File: config.mk
export PLATFORM = sky130hd
export DESIGN_NAME = escaped_text_to_binary_decoder_unit
export DESIGN_NICKNAME = d
export VERILOG_FILES = /design/src/rtl/core/etbd_pkg.sv /design/src/rtl/core/etbd_step.sv /design/src/rtl/core/escaped_text_to_binary_decoder_unit.sv
export SDC_FILE = /design/constraint.sdc
export NUM_CORES = 1
export LEC_CHECK = 0
export BUFFER_PORTS_ARGS = -buffer_cell sky130_fd_sc_hd__buf_2
export CAP_MARGIN = 20
export CORE_ASPECT_RATIO = 1.4
export CORE_MARGIN = 1.5
export CORE_UTILIZATION = 56
export DETAILED_ROUTE_END_ITERATION = 8
export PLACE_DENSITY_LB_ADDON = 0.2
export SYNTH_ARGS = -nofsm -noshare
export SYNTH_HDL_FRONTEND = slang
export SYNTH_SLANG_ARGS = --single-unit
File: constraint.sdc
create_clock -name i_clk -period 3.7 [get_ports i_clk]
set_input_delay 0.555 -clock i_clk [delete_from_list [all_inputs] [get_ports i_clk]]
set_output_delay 0.555 -clock i_clk [all_outputs]
set_load 0.01 [all_outputs]
File: src/rtl/core/etbd_pkg.sv
// Package for the escaped text to binary decoder.
// Holds the decode mode codes, character codes and the state/result structs.
// No dependencies.
package etbd_pkg;

    typedef enum logic [2:0] {
        MODE_PLAIN = 3'd0,
        MODE_TILDE = 3'd1,
        MODE_CARET = 3'd2,
        MODE_BSL   = 3'd3,
        MODE_NUM   = 3'd4
    } t_mode;

    localparam logic [7:0] CH_NUL   = 8'h00;
    localparam logic [7:0] CH_TAB   = 8'h09;
    localparam logic [7:0] CH_LF    = 8'h0a;
    localparam logic [7:0] CH_CR    = 8'h0d;
    localparam logic [7:0] CH_SPACE = 8'h20;
    localparam logic [7:0] CH_ZERO  = 8'h30;
    localparam logic [7:0] CH_QMARK = 8'h3f;
    localparam logic [7:0] CH_UP_E  = 8'h45;
    localparam logic [7:0] CH_UP_X  = 8'h58;
    localparam logic [7:0] CH_BSL   = 8'h5c;
    localparam logic [7:0] CH_CARET = 8'h5e;
    localparam logic [7:0] CH_LO_B  = 8'h62;
    localparam logic [7:0] CH_LO_D  = 8'h64;
    localparam logic [7:0] CH_LO_E  = 8'h65;
    localparam logic [7:0] CH_LO_F  = 8'h66;
    localparam logic [7:0] CH_LO_N  = 8'h6e;
    localparam logic [7:0] CH_LO_R  = 8'h72;
    localparam logic [7:0] CH_LO_T  = 8'h74;
    localparam logic [7:0] CH_LO_X  = 8'h78;
    localparam logic [7:0] CH_TILDE = 8'h7e;

    localparam logic [7:0] BYTE_DEL = 8'h7f;
    localparam logic [7:0] BYTE_BS  = 8'h08;
    localparam logic [7:0] BYTE_TAB = 8'h09;
    localparam logic [7:0] BYTE_LF  = 8'h0a;
    localparam logic [7:0] BYTE_FF  = 8'h0c;
    localparam logic [7:0] BYTE_CR  = 8'h0d;
    localparam logic [7:0] BYTE_ESC = 8'h1b;

    localparam logic [1:0] HEX_DIGITS = 2'd2;
    localparam logic [1:0] OCT_DIGITS = 2'd3;

    typedef struct packed {
        t_mode       mode;
        logic        high;
        logic [8:0]  value;
        logic [1:0]  count;
        logic        is_hex;
    } t_dec_state;

    typedef struct packed {
        logic        vld0;
        logic [7:0]  byte0;
        logic        last0;
        logic        vld1;
        logic [7:0]  byte1;
    } t_dec_res;

endpackage

File: src/rtl/core/etbd_step.sv
// Next-state and result logic for one character of escaped text.
// Depends on etbd_pkg.
// Pure combinational: current state and character in, next state and up to two bytes out.
module etbd_step (
    input  etbd_pkg::t_dec_state i_state,
    input  logic [7:0]           i_char,
    input  logic                 i_end,
    output etbd_pkg::t_dec_state o_state,
    output etbd_pkg::t_dec_res   o_res
);
    import etbd_pkg::*;

    t_dec_state st;
    logic       v0;
    logic [7:0] b0;
    logic       v1;
    logic [7:0] b1;
    logic [7:0] flag8;
    logic [7:0] c7;
    logic       is_ws;
    logic       dig_ok;
    logic [3:0] dig;
    logic       pl_emit;
    t_mode      pl_mode;
    logic [8:0] nv;
    logic [1:0] ncnt;
    logic       num_done;

    always_comb begin
        flag8 = {i_state.high, 7'd0};
        c7    = {1'b0, i_char[6:0]};
        is_ws = (i_char == CH_SPACE) || ((i_char >= CH_TAB) && (i_char <= CH_CR));

        dig_ok = 1'b0;
        dig    = 4'd0;
        if (i_char[7:3] == 5'b00110) begin
            dig_ok = 1'b1;
            dig    = {1'b0, i_char[2:0]};
        end else if (i_state.is_hex) begin
            if (i_char == 8'h38 || i_char == 8'h39) begin
                dig_ok = 1'b1;
                dig    = i_char[3:0];
            end else if ((i_char >= 8'h61 && i_char <= 8'h66) ||
                         (i_char >= 8'h41 && i_char <= 8'h46)) begin
                dig_ok = 1'b1;
                dig    = i_char[3:0] + 4'd9;
            end
        end

        pl_emit = 1'b0;
        pl_mode = MODE_PLAIN;
        unique case (i_char)
            CH_TILDE: pl_mode = MODE_TILDE;
            CH_CARET: pl_mode = MODE_CARET;
            CH_BSL:   pl_mode = MODE_BSL;
            default:  pl_emit = 1'b1;
        endcase

        if (i_state.count == 2'd0) begin
            nv = {5'd0, dig};
        end else if (i_state.is_hex) begin
            nv = {i_state.value[4:0], dig};
        end else begin
            nv = {i_state.value[5:0], dig[2:0]};
        end
        ncnt     = i_state.count + 2'd1;
        num_done = i_state.is_hex ? (ncnt == HEX_DIGITS) : (ncnt == OCT_DIGITS);

        st = i_state;
        v0 = 1'b0;
        b0 = 8'd0;
        v1 = 1'b0;
        b1 = 8'd0;

        unique case (i_state.mode)
            MODE_TILDE: begin
                if (c7 == CH_CARET) begin
                    st.mode = MODE_CARET;
                end else if (c7 == CH_BSL) begin
                    st.mode = MODE_BSL;
                end else begin
                    v0      = 1'b1;
                    b0      = flag8 | c7;
                    st.high = 1'b0;
                    st.mode = MODE_PLAIN;
                end
            end
            MODE_CARET: begin
                v0      = 1'b1;
                b0      = flag8 | ((i_char == CH_QMARK) ? BYTE_DEL : {3'd0, i_char[4:0]});
                st.high = 1'b0;
                st.mode = MODE_PLAIN;
            end
            MODE_BSL: begin
                st.mode = MODE_PLAIN;
                unique case (i_char)
                    CH_LF: begin
                    end
                    CH_LO_X, CH_UP_X: begin
                        st.mode   = MODE_NUM;
                        st.is_hex = 1'b1;
                        st.value  = {1'b0, i_char};
                        st.count  = 2'd0;
                    end
                    CH_ZERO: begin
                        st.mode   = MODE_NUM;
                        st.is_hex = 1'b0;
                        st.value  = {1'b0, i_char};
                        st.count  = 2'd0;
                    end
                    default: begin
                        v0      = 1'b1;
                        st.high = 1'b0;
                        unique case (i_char)
                            CH_LO_D:          b0 = flag8 | BYTE_DEL;
                            CH_LO_N:          b0 = flag8 | BYTE_LF;
                            CH_LO_R:          b0 = flag8 | BYTE_CR;
                            CH_LO_F:          b0 = flag8 | BYTE_FF;
                            CH_LO_T:          b0 = flag8 | BYTE_TAB;
                            CH_LO_B:          b0 = flag8 | BYTE_BS;
                            CH_LO_E, CH_UP_E: b0 = flag8 | BYTE_ESC;
                            default:          b0 = flag8 | i_char;
                        endcase
                    end
                endcase
            end
            MODE_NUM: begin
                if (!dig_ok) begin
                    if (!(i_state.count == 2'd0 && is_ws)) begin
                        v0        = 1'b1;
                        b0        = flag8 | i_state.value[7:0];
                        st.value  = 9'd0;
                        st.count  = 2'd0;
                        st.is_hex = 1'b0;
                        st.high   = 1'b0;
                        st.mode   = pl_mode;
                        if (pl_emit) begin
                            v1 = 1'b1;
                            b1 = i_char;
                        end else if (pl_mode == MODE_TILDE) begin
                            st.high = 1'b1;
                        end
                    end
                end else if (num_done) begin
                    v0        = 1'b1;
                    b0        = flag8 | nv[7:0];
                    st.value  = 9'd0;
                    st.count  = 2'd0;
                    st.is_hex = 1'b0;
                    st.high   = 1'b0;
                    st.mode   = MODE_PLAIN;
                end else begin
                    st.value = nv;
                    st.count = ncnt;
                end
            end
            default: begin
                st.mode = pl_mode;
                if (pl_emit) begin
                    v0      = 1'b1;
                    b0      = flag8 | i_char;
                    st.high = 1'b0;
                end else if (pl_mode == MODE_TILDE) begin
                    st.high = 1'b1;
                end
            end
        endcase

        if (i_end) begin
            if (st.mode == MODE_NUM) begin
                if (v0) begin
                    v1 = 1'b1;
                    b1 = {st.high, 7'd0} | st.value[7:0];
                end else begin
                    v0 = 1'b1;
                    b0 = {st.high, 7'd0} | st.value[7:0];
                end
            end
            st.mode   = MODE_PLAIN;
            st.high   = 1'b0;
            st.value  = 9'd0;
            st.count  = 2'd0;
            st.is_hex = 1'b0;
        end

        o_state     = st;
        o_res.vld0  = v0;
        o_res.byte0 = b0;
        o_res.last0 = v0 && !v1;
        o_res.vld1  = v1;
        o_res.byte1 = b1;
    end

endmodule

File: src/rtl/core/escaped_text_to_binary_decoder_unit.sv
// Top level of the escaped text to binary decoder.
// Depends on etbd_pkg and etbd_step.
//
// Slave stream: one character per transaction, tdata = text_char, tlast = end of text.
// Master stream: one restored byte per transaction, tdata = out_byte,
// tlast = last byte caused by the input character.
// Each character yields zero, one or two bytes. The decoder state is updated
// in the cycle a character is accepted and its bytes are written to a
// four-entry output queue; they are offered behind any bytes already queued.
// Throughput: one character per cycle while o_s_axis_tready is high; a character
// that gives two bytes takes two transactions on the single output port.
// o_s_axis_tready is high while the queue has at least two free entries,
// so a stalled receiver fills the queue and then holds off the sender.
// Reset (synchronous, active low) empties the queue and returns the decoder
// to plain-character mode with the high-bit flag clear.
module escaped_text_to_binary_decoder_unit (
    input  logic       i_clk,
    input  logic       i_rst_n,
    input  logic       i_s_axis_tvalid,
    output logic       o_s_axis_tready,
    input  logic [7:0] i_s_axis_tdata,   // [7:0] text_char
    input  logic       i_s_axis_tlast,
    output logic       o_m_axis_tvalid,
    input  logic       i_m_axis_tready,
    output logic [7:0] o_m_axis_tdata,   // [7:0] out_byte
    output logic       o_m_axis_tlast
);
    import etbd_pkg::*;

    t_dec_state r_state;
    t_dec_state n_state;
    t_dec_res   w_res;

    logic [8:0] r_fifo [4];
    logic [1:0] r_wr_ptr;
    logic [1:0] r_rd_ptr;
    logic [2:0] r_count;
    logic [2:0] n_count;
    logic       w_acc;
    logic       w_pop;
    logic [1:0] w_npush;

    etbd_step u_step (
        .i_state (r_state),
        .i_char  (i_s_axis_tdata),
        .i_end   (i_s_axis_tlast),
        .o_state (n_state),
        .o_res   (w_res)
    );

    assign o_s_axis_tready = (r_count <= 3'd2);
    assign w_acc           = i_s_axis_tvalid && o_s_axis_tready;
    assign o_m_axis_tvalid = (r_count != 3'd0);
    assign w_pop           = o_m_axis_tvalid && i_m_axis_tready;
    assign o_m_axis_tdata  = r_fifo[r_rd_ptr][8:1];
    assign o_m_axis_tlast  = r_fifo[r_rd_ptr][0];
    assign w_npush         = w_acc ? ({1'b0, w_res.vld0} + {1'b0, w_res.vld1}) : 2'd0;
    assign n_count         = r_count + {1'b0, w_npush} - {2'd0, w_pop};

    always_ff @(posedge i_clk) begin
        if (!i_rst_n) begin
            r_state  <= '{mode: MODE_PLAIN, high: 1'b0, value: 9'd0, count: 2'd0, is_hex: 1'b0};
            r_wr_ptr <= 2'd0;
            r_rd_ptr <= 2'd0;
            r_count  <= 3'd0;
        end else begin
            if (w_acc) begin
                r_state <= n_state;
            end
            r_wr_ptr <= r_wr_ptr + w_npush;
            if (w_pop) begin
                r_rd_ptr <= r_rd_ptr + 2'd1;
            end
            r_count <= n_count;
        end
    end

    always_ff @(posedge i_clk) begin
        if (w_acc && w_res.vld0) begin
            r_fifo[r_wr_ptr] <= {w_res.byte0, w_res.last0};
        end
        if (w_acc && w_res.vld1) begin
            r_fifo[r_wr_ptr + 2'd1] <= {w_res.byte1, 1'b1};
        end
    end

    a_count_bound: assert property (@(posedge i_clk) disable iff (!i_rst_n)
        r_count <= 3'd4)
        else $error("output queue count out of range");

    a_count_track: assert property (@(posedge i_clk) disable iff (!i_rst_n)
        r_count[1:0] == 2'(r_wr_ptr - r_rd_ptr))
        else $error("queue pointers disagree with count");

    a_reset_plain: assert property (@(posedge i_clk)
        $past(!i_rst_n) |-> (r_state.mode == MODE_PLAIN && !r_state.high && r_count == 3'd0))
        else $error("decoder not in plain mode after reset");

    a_num_digits: assert property (@(posedge i_clk) disable iff (!i_rst_n)
        (r_state.mode == MODE_NUM) |->
            (r_state.is_hex ? (r_state.count < HEX_DIGITS) : (r_state.count < OCT_DIGITS)))
        else $error("digit count reached limit without emitting");

    a_num_clear: assert property (@(posedge i_clk) disable iff (!i_rst_n)
        (r_state.mode != MODE_NUM) |->
            (r_state.value == 9'd0 && r_state.count == 2'd0 && !r_state.is_hex))
        else $error("number state not cleared outside number mode");

    a_end_resets: assert property (@(posedge i_clk) disable iff (!i_rst_n)
        (w_acc && i_s_axis_tlast) |=> (r_state.mode == MODE_PLAIN && !r_state.high))
        else $error("end of text did not return decoder to plain mode");

endmodule

==> flow_summary.yaml <==
worst_setup_path:
  crit_type: "in2reg"
  required_ns: 3.95
  startpoint_type: "input port"
  arrival_ns: 3.84
  slowest_delay_ns: 0.49
  endpoint_kind: "flip-flop"
  cp_cell_sequence: "buf_2 > inv_4 > ha_1 > or4b_1 > o311ai_2 > and2_4 > a21o_4 > o21ai_4 > nand3_2 > ha_1 > nor2_2 > inv_1 > ha_1 > inv_1 > ha_1 > inv_1 > fa_2 > xor2_1 > xnor2_1 > and2_1"
  cp.buffers_inverters: 5
  cpMaxStageDelayCell: "or4b_1"
  critPathTopFamily: "adder cells"
  critical_path.max_fanout: 4
  crit_top_cell: "ha_1"
synth:
  synth-main-ff-cell: "edfxtp_1"
  synth.net_count: 499
  synth_area_per_cell_um2: 9.23
  ys_warn_count: 0
  synth_edf_count: 32
  synthArstFlopShare: 0
  synth.yosys.seq_area_share: 0.348
  yosys_register_bits: 60
  syn_inst: 473
  synth.distinct_cells: 86
  netlist_area_um2: 4370
final_layout:
  layout_common_cells: "buf_4, nand2_1, edfxtp_1, dfxtp_1, nor2_1"
  drive_gt1_frac: 0.271
  area_growth_pct: 19.0
  nNetsFinal: 570
  antenna_cells: 0
  postLayoutCoreUtil: 0.697
  layout_commonest_cell: "buf_4"
  fin_area_um2: 5200
die:
  fp.dieW_um: 77.6
  die-area_um2: 8340
  die_y_um: 107
  num_rows: 37
  ios: 24
  core_um2: 7450
  start_util: 0.586
power_and_ir_drop:
  powerDensity_nw_per_um2: 405
  p_leak_uw: 0.00185
  p_total_uw: 2100
  ir_worst_vdd_mv: 0.382
route:
  dr_wl_met3_um: 970
  antenna_left: 0
  wl_per_cell_um: 22.0
  met2WireLength_mm: 7.28
  wl_met1_mm: 5.17
  vias_per_cell: 6.78
  via_count: 4377
  routed_wl_mm: 14.2
  drc_errors: 0
  highest_layer: "met4"
  drt-initial-drc-count: 457
  firstDrtPassIters: 5
clocking:
  clock_path_buffers: 2
  cts_buffers: 9
  clk_latency_ns: 0.36
  clock_sinks: 60
  clk_pin_slew_ns: 0.08
  cts_tree: "done"
  htree_levels: 3
  cts_hold_buffers: 0
  clockRootBuffer: "clkbuf_8"
placement:
  detailed_place_hpwl_mm: 11.0
  place.port_buffers: 23
  place_area_um2: 5000
  globalplace.congestion: 1.01
sta:
  setup_viol: 0
  skew_ns: 0.0143
  clock.fmax_ghz: 0.279
  worst_pin_slew_ns: 0.907
  hold_slack_ns: 0.497
  finalCriticalPeriod_ns: 3.59
  slew-limit-headroom: 0.393
  fin_crit_sh: 0.970
  drv_slew: 0
  finalHoldViolCount: 0
grt:
  antenna_found_initial: 0
  grt_pass1_wl_mm: 22.1
  grt_usage: 0.352
  gr-total-overflow: 0
  grt_max_degree: 23
  grt_pass1_vias: 4244
worst_hold_path:
  hold_class: "reg2reg"
run_status:
  run_status: "completed"
flow_run:
  drv_cap: 0
## logic make-up (layout without fill, tap and decap cells)
family,after synthesis,count (layout),synth area share
flops,60,60,0.348
mux,16,16,0.0625
compound gates,159,159,0.269
simple gates,169,169,0.215
fa+ha+maj,13,13,0.0390
xor+xnor,9,9,0.0181
buf+inv,47,123,0.0484
## path summary, 6_finish.rpt
check / startpoint / to / slack (ns) / cells after the start
hold reg to reg: r_fifo[3][0]$_SDFFE_PP1P_ / r_fifo[3][0]$_SDFFE_PP1P_ / 0.50 / 1
setup / recovery: i_s_axis_tdata[0] / r_count[2]$_SDFF_PN0_ / 0.11 / 20
hold / removal: r_fifo[3][0]$_SDFFE_PP1P_ / r_fifo[3][0]$_SDFFE_PP1P_ / 0.50 / 1
setup reg to reg: r_state[0]$_SDFFE_PN0P_ / r_count[2]$_SDFF_PN0_ / 0.27 / 17
## stage by stage
stage | setup slack (ns) | TNS, ns | cells
CTS | 0.0931 | 0 | 646
finish | 0.110 | 0 | 646
floorplan | -0.0821 | -0.0821 | 473
detailed placement | -0.251 | -0.251 | 630
global route | -0.0289 | -0.0289 | 646
global placement | -0.133 | -0.133 | 630
## what timing repair did
item / 4_1_cts / 5_1_grt
endpoints found under the setup margin: 0 / 1
setup buffers: 0 / 0
gates resized for setup: 0 / 5
hold endpoints to repair: 0 / 0
## cell type report
type | instances | area (um^2)
timing repair buffer | 91 | 638
inverter | 16 | 65.1
clock buffer | 9 | 124
multi-input combinational | 366 | 2680
clock inverter | 7 | 48.8
sequential | 60 | 1520
fill | 569 | 2260
tap | 97 | 121
## report_power, final
group          switching [uW]  total (uW)  internal (uW)
logic                     347         662            314
clock network             301         546            245
registers                85.9         896            810
total                     734        2100           1370
## layer usage
layer	vias up	GRT usage
li1	1975	-
met2	258	0.624
met3	77	0.0551
met1	2067	0.392
met4	0	0.213
met5	-	0
## state kept, by name, summed over array words and instances, names as in the netlist, named ones only
signal    flops
r_count       3
r_fifo       36
r_rd_ptr      2
r_state      15
r_wr_ptr      2
## cell usage after synthesis, types with 4 or more instances
master | n | area (um^2)
a211o_1 | 4 | 35.0
a211oi_1 | 4 | 30.0
a21o_1 | 5 | 37.5
a21oi_1 | 20 | 100
a221o_1 | 4 | 40.0
a22o_1 | 4 | 35.0
a22oi_1 | 8 | 60.1
a31oi_1 | 4 | 25.0
a32o_1 | 5 | 50.1
a32oi_1 | 4 | 35.0
a41oi_1 | 4 | 35.0
and2_1 | 18 | 113
buf_2 | 12 | 60.1
clkbuf_1 | 11 | 41.3
dfxtp_1 | 28 | 561
edfxtp_1 | 32 | 961
ha_1 | 12 | 150
inv_1 | 15 | 56.3
mux2i_1 | 7 | 70.1
mux4_2 | 9 | 203
nand2_1 | 39 | 146
nand2b_1 | 5 | 31.3
nand3_1 | 9 | 45.0
nand3b_1 | 5 | 37.5
nor2_1 | 28 | 105
nor2b_1 | 19 | 119
nor3_1 | 10 | 50.1
nor3b_1 | 4 | 30.0
o211ai_1 | 7 | 52.6
o21ai_0 | 25 | 125
o22ai_1 | 22 | 138
o32ai_1 | 4 | 35.0
or3_1 | 4 | 25.0
xnor2_1 | 6 | 52.6
(Power assumes the default switching activity.)
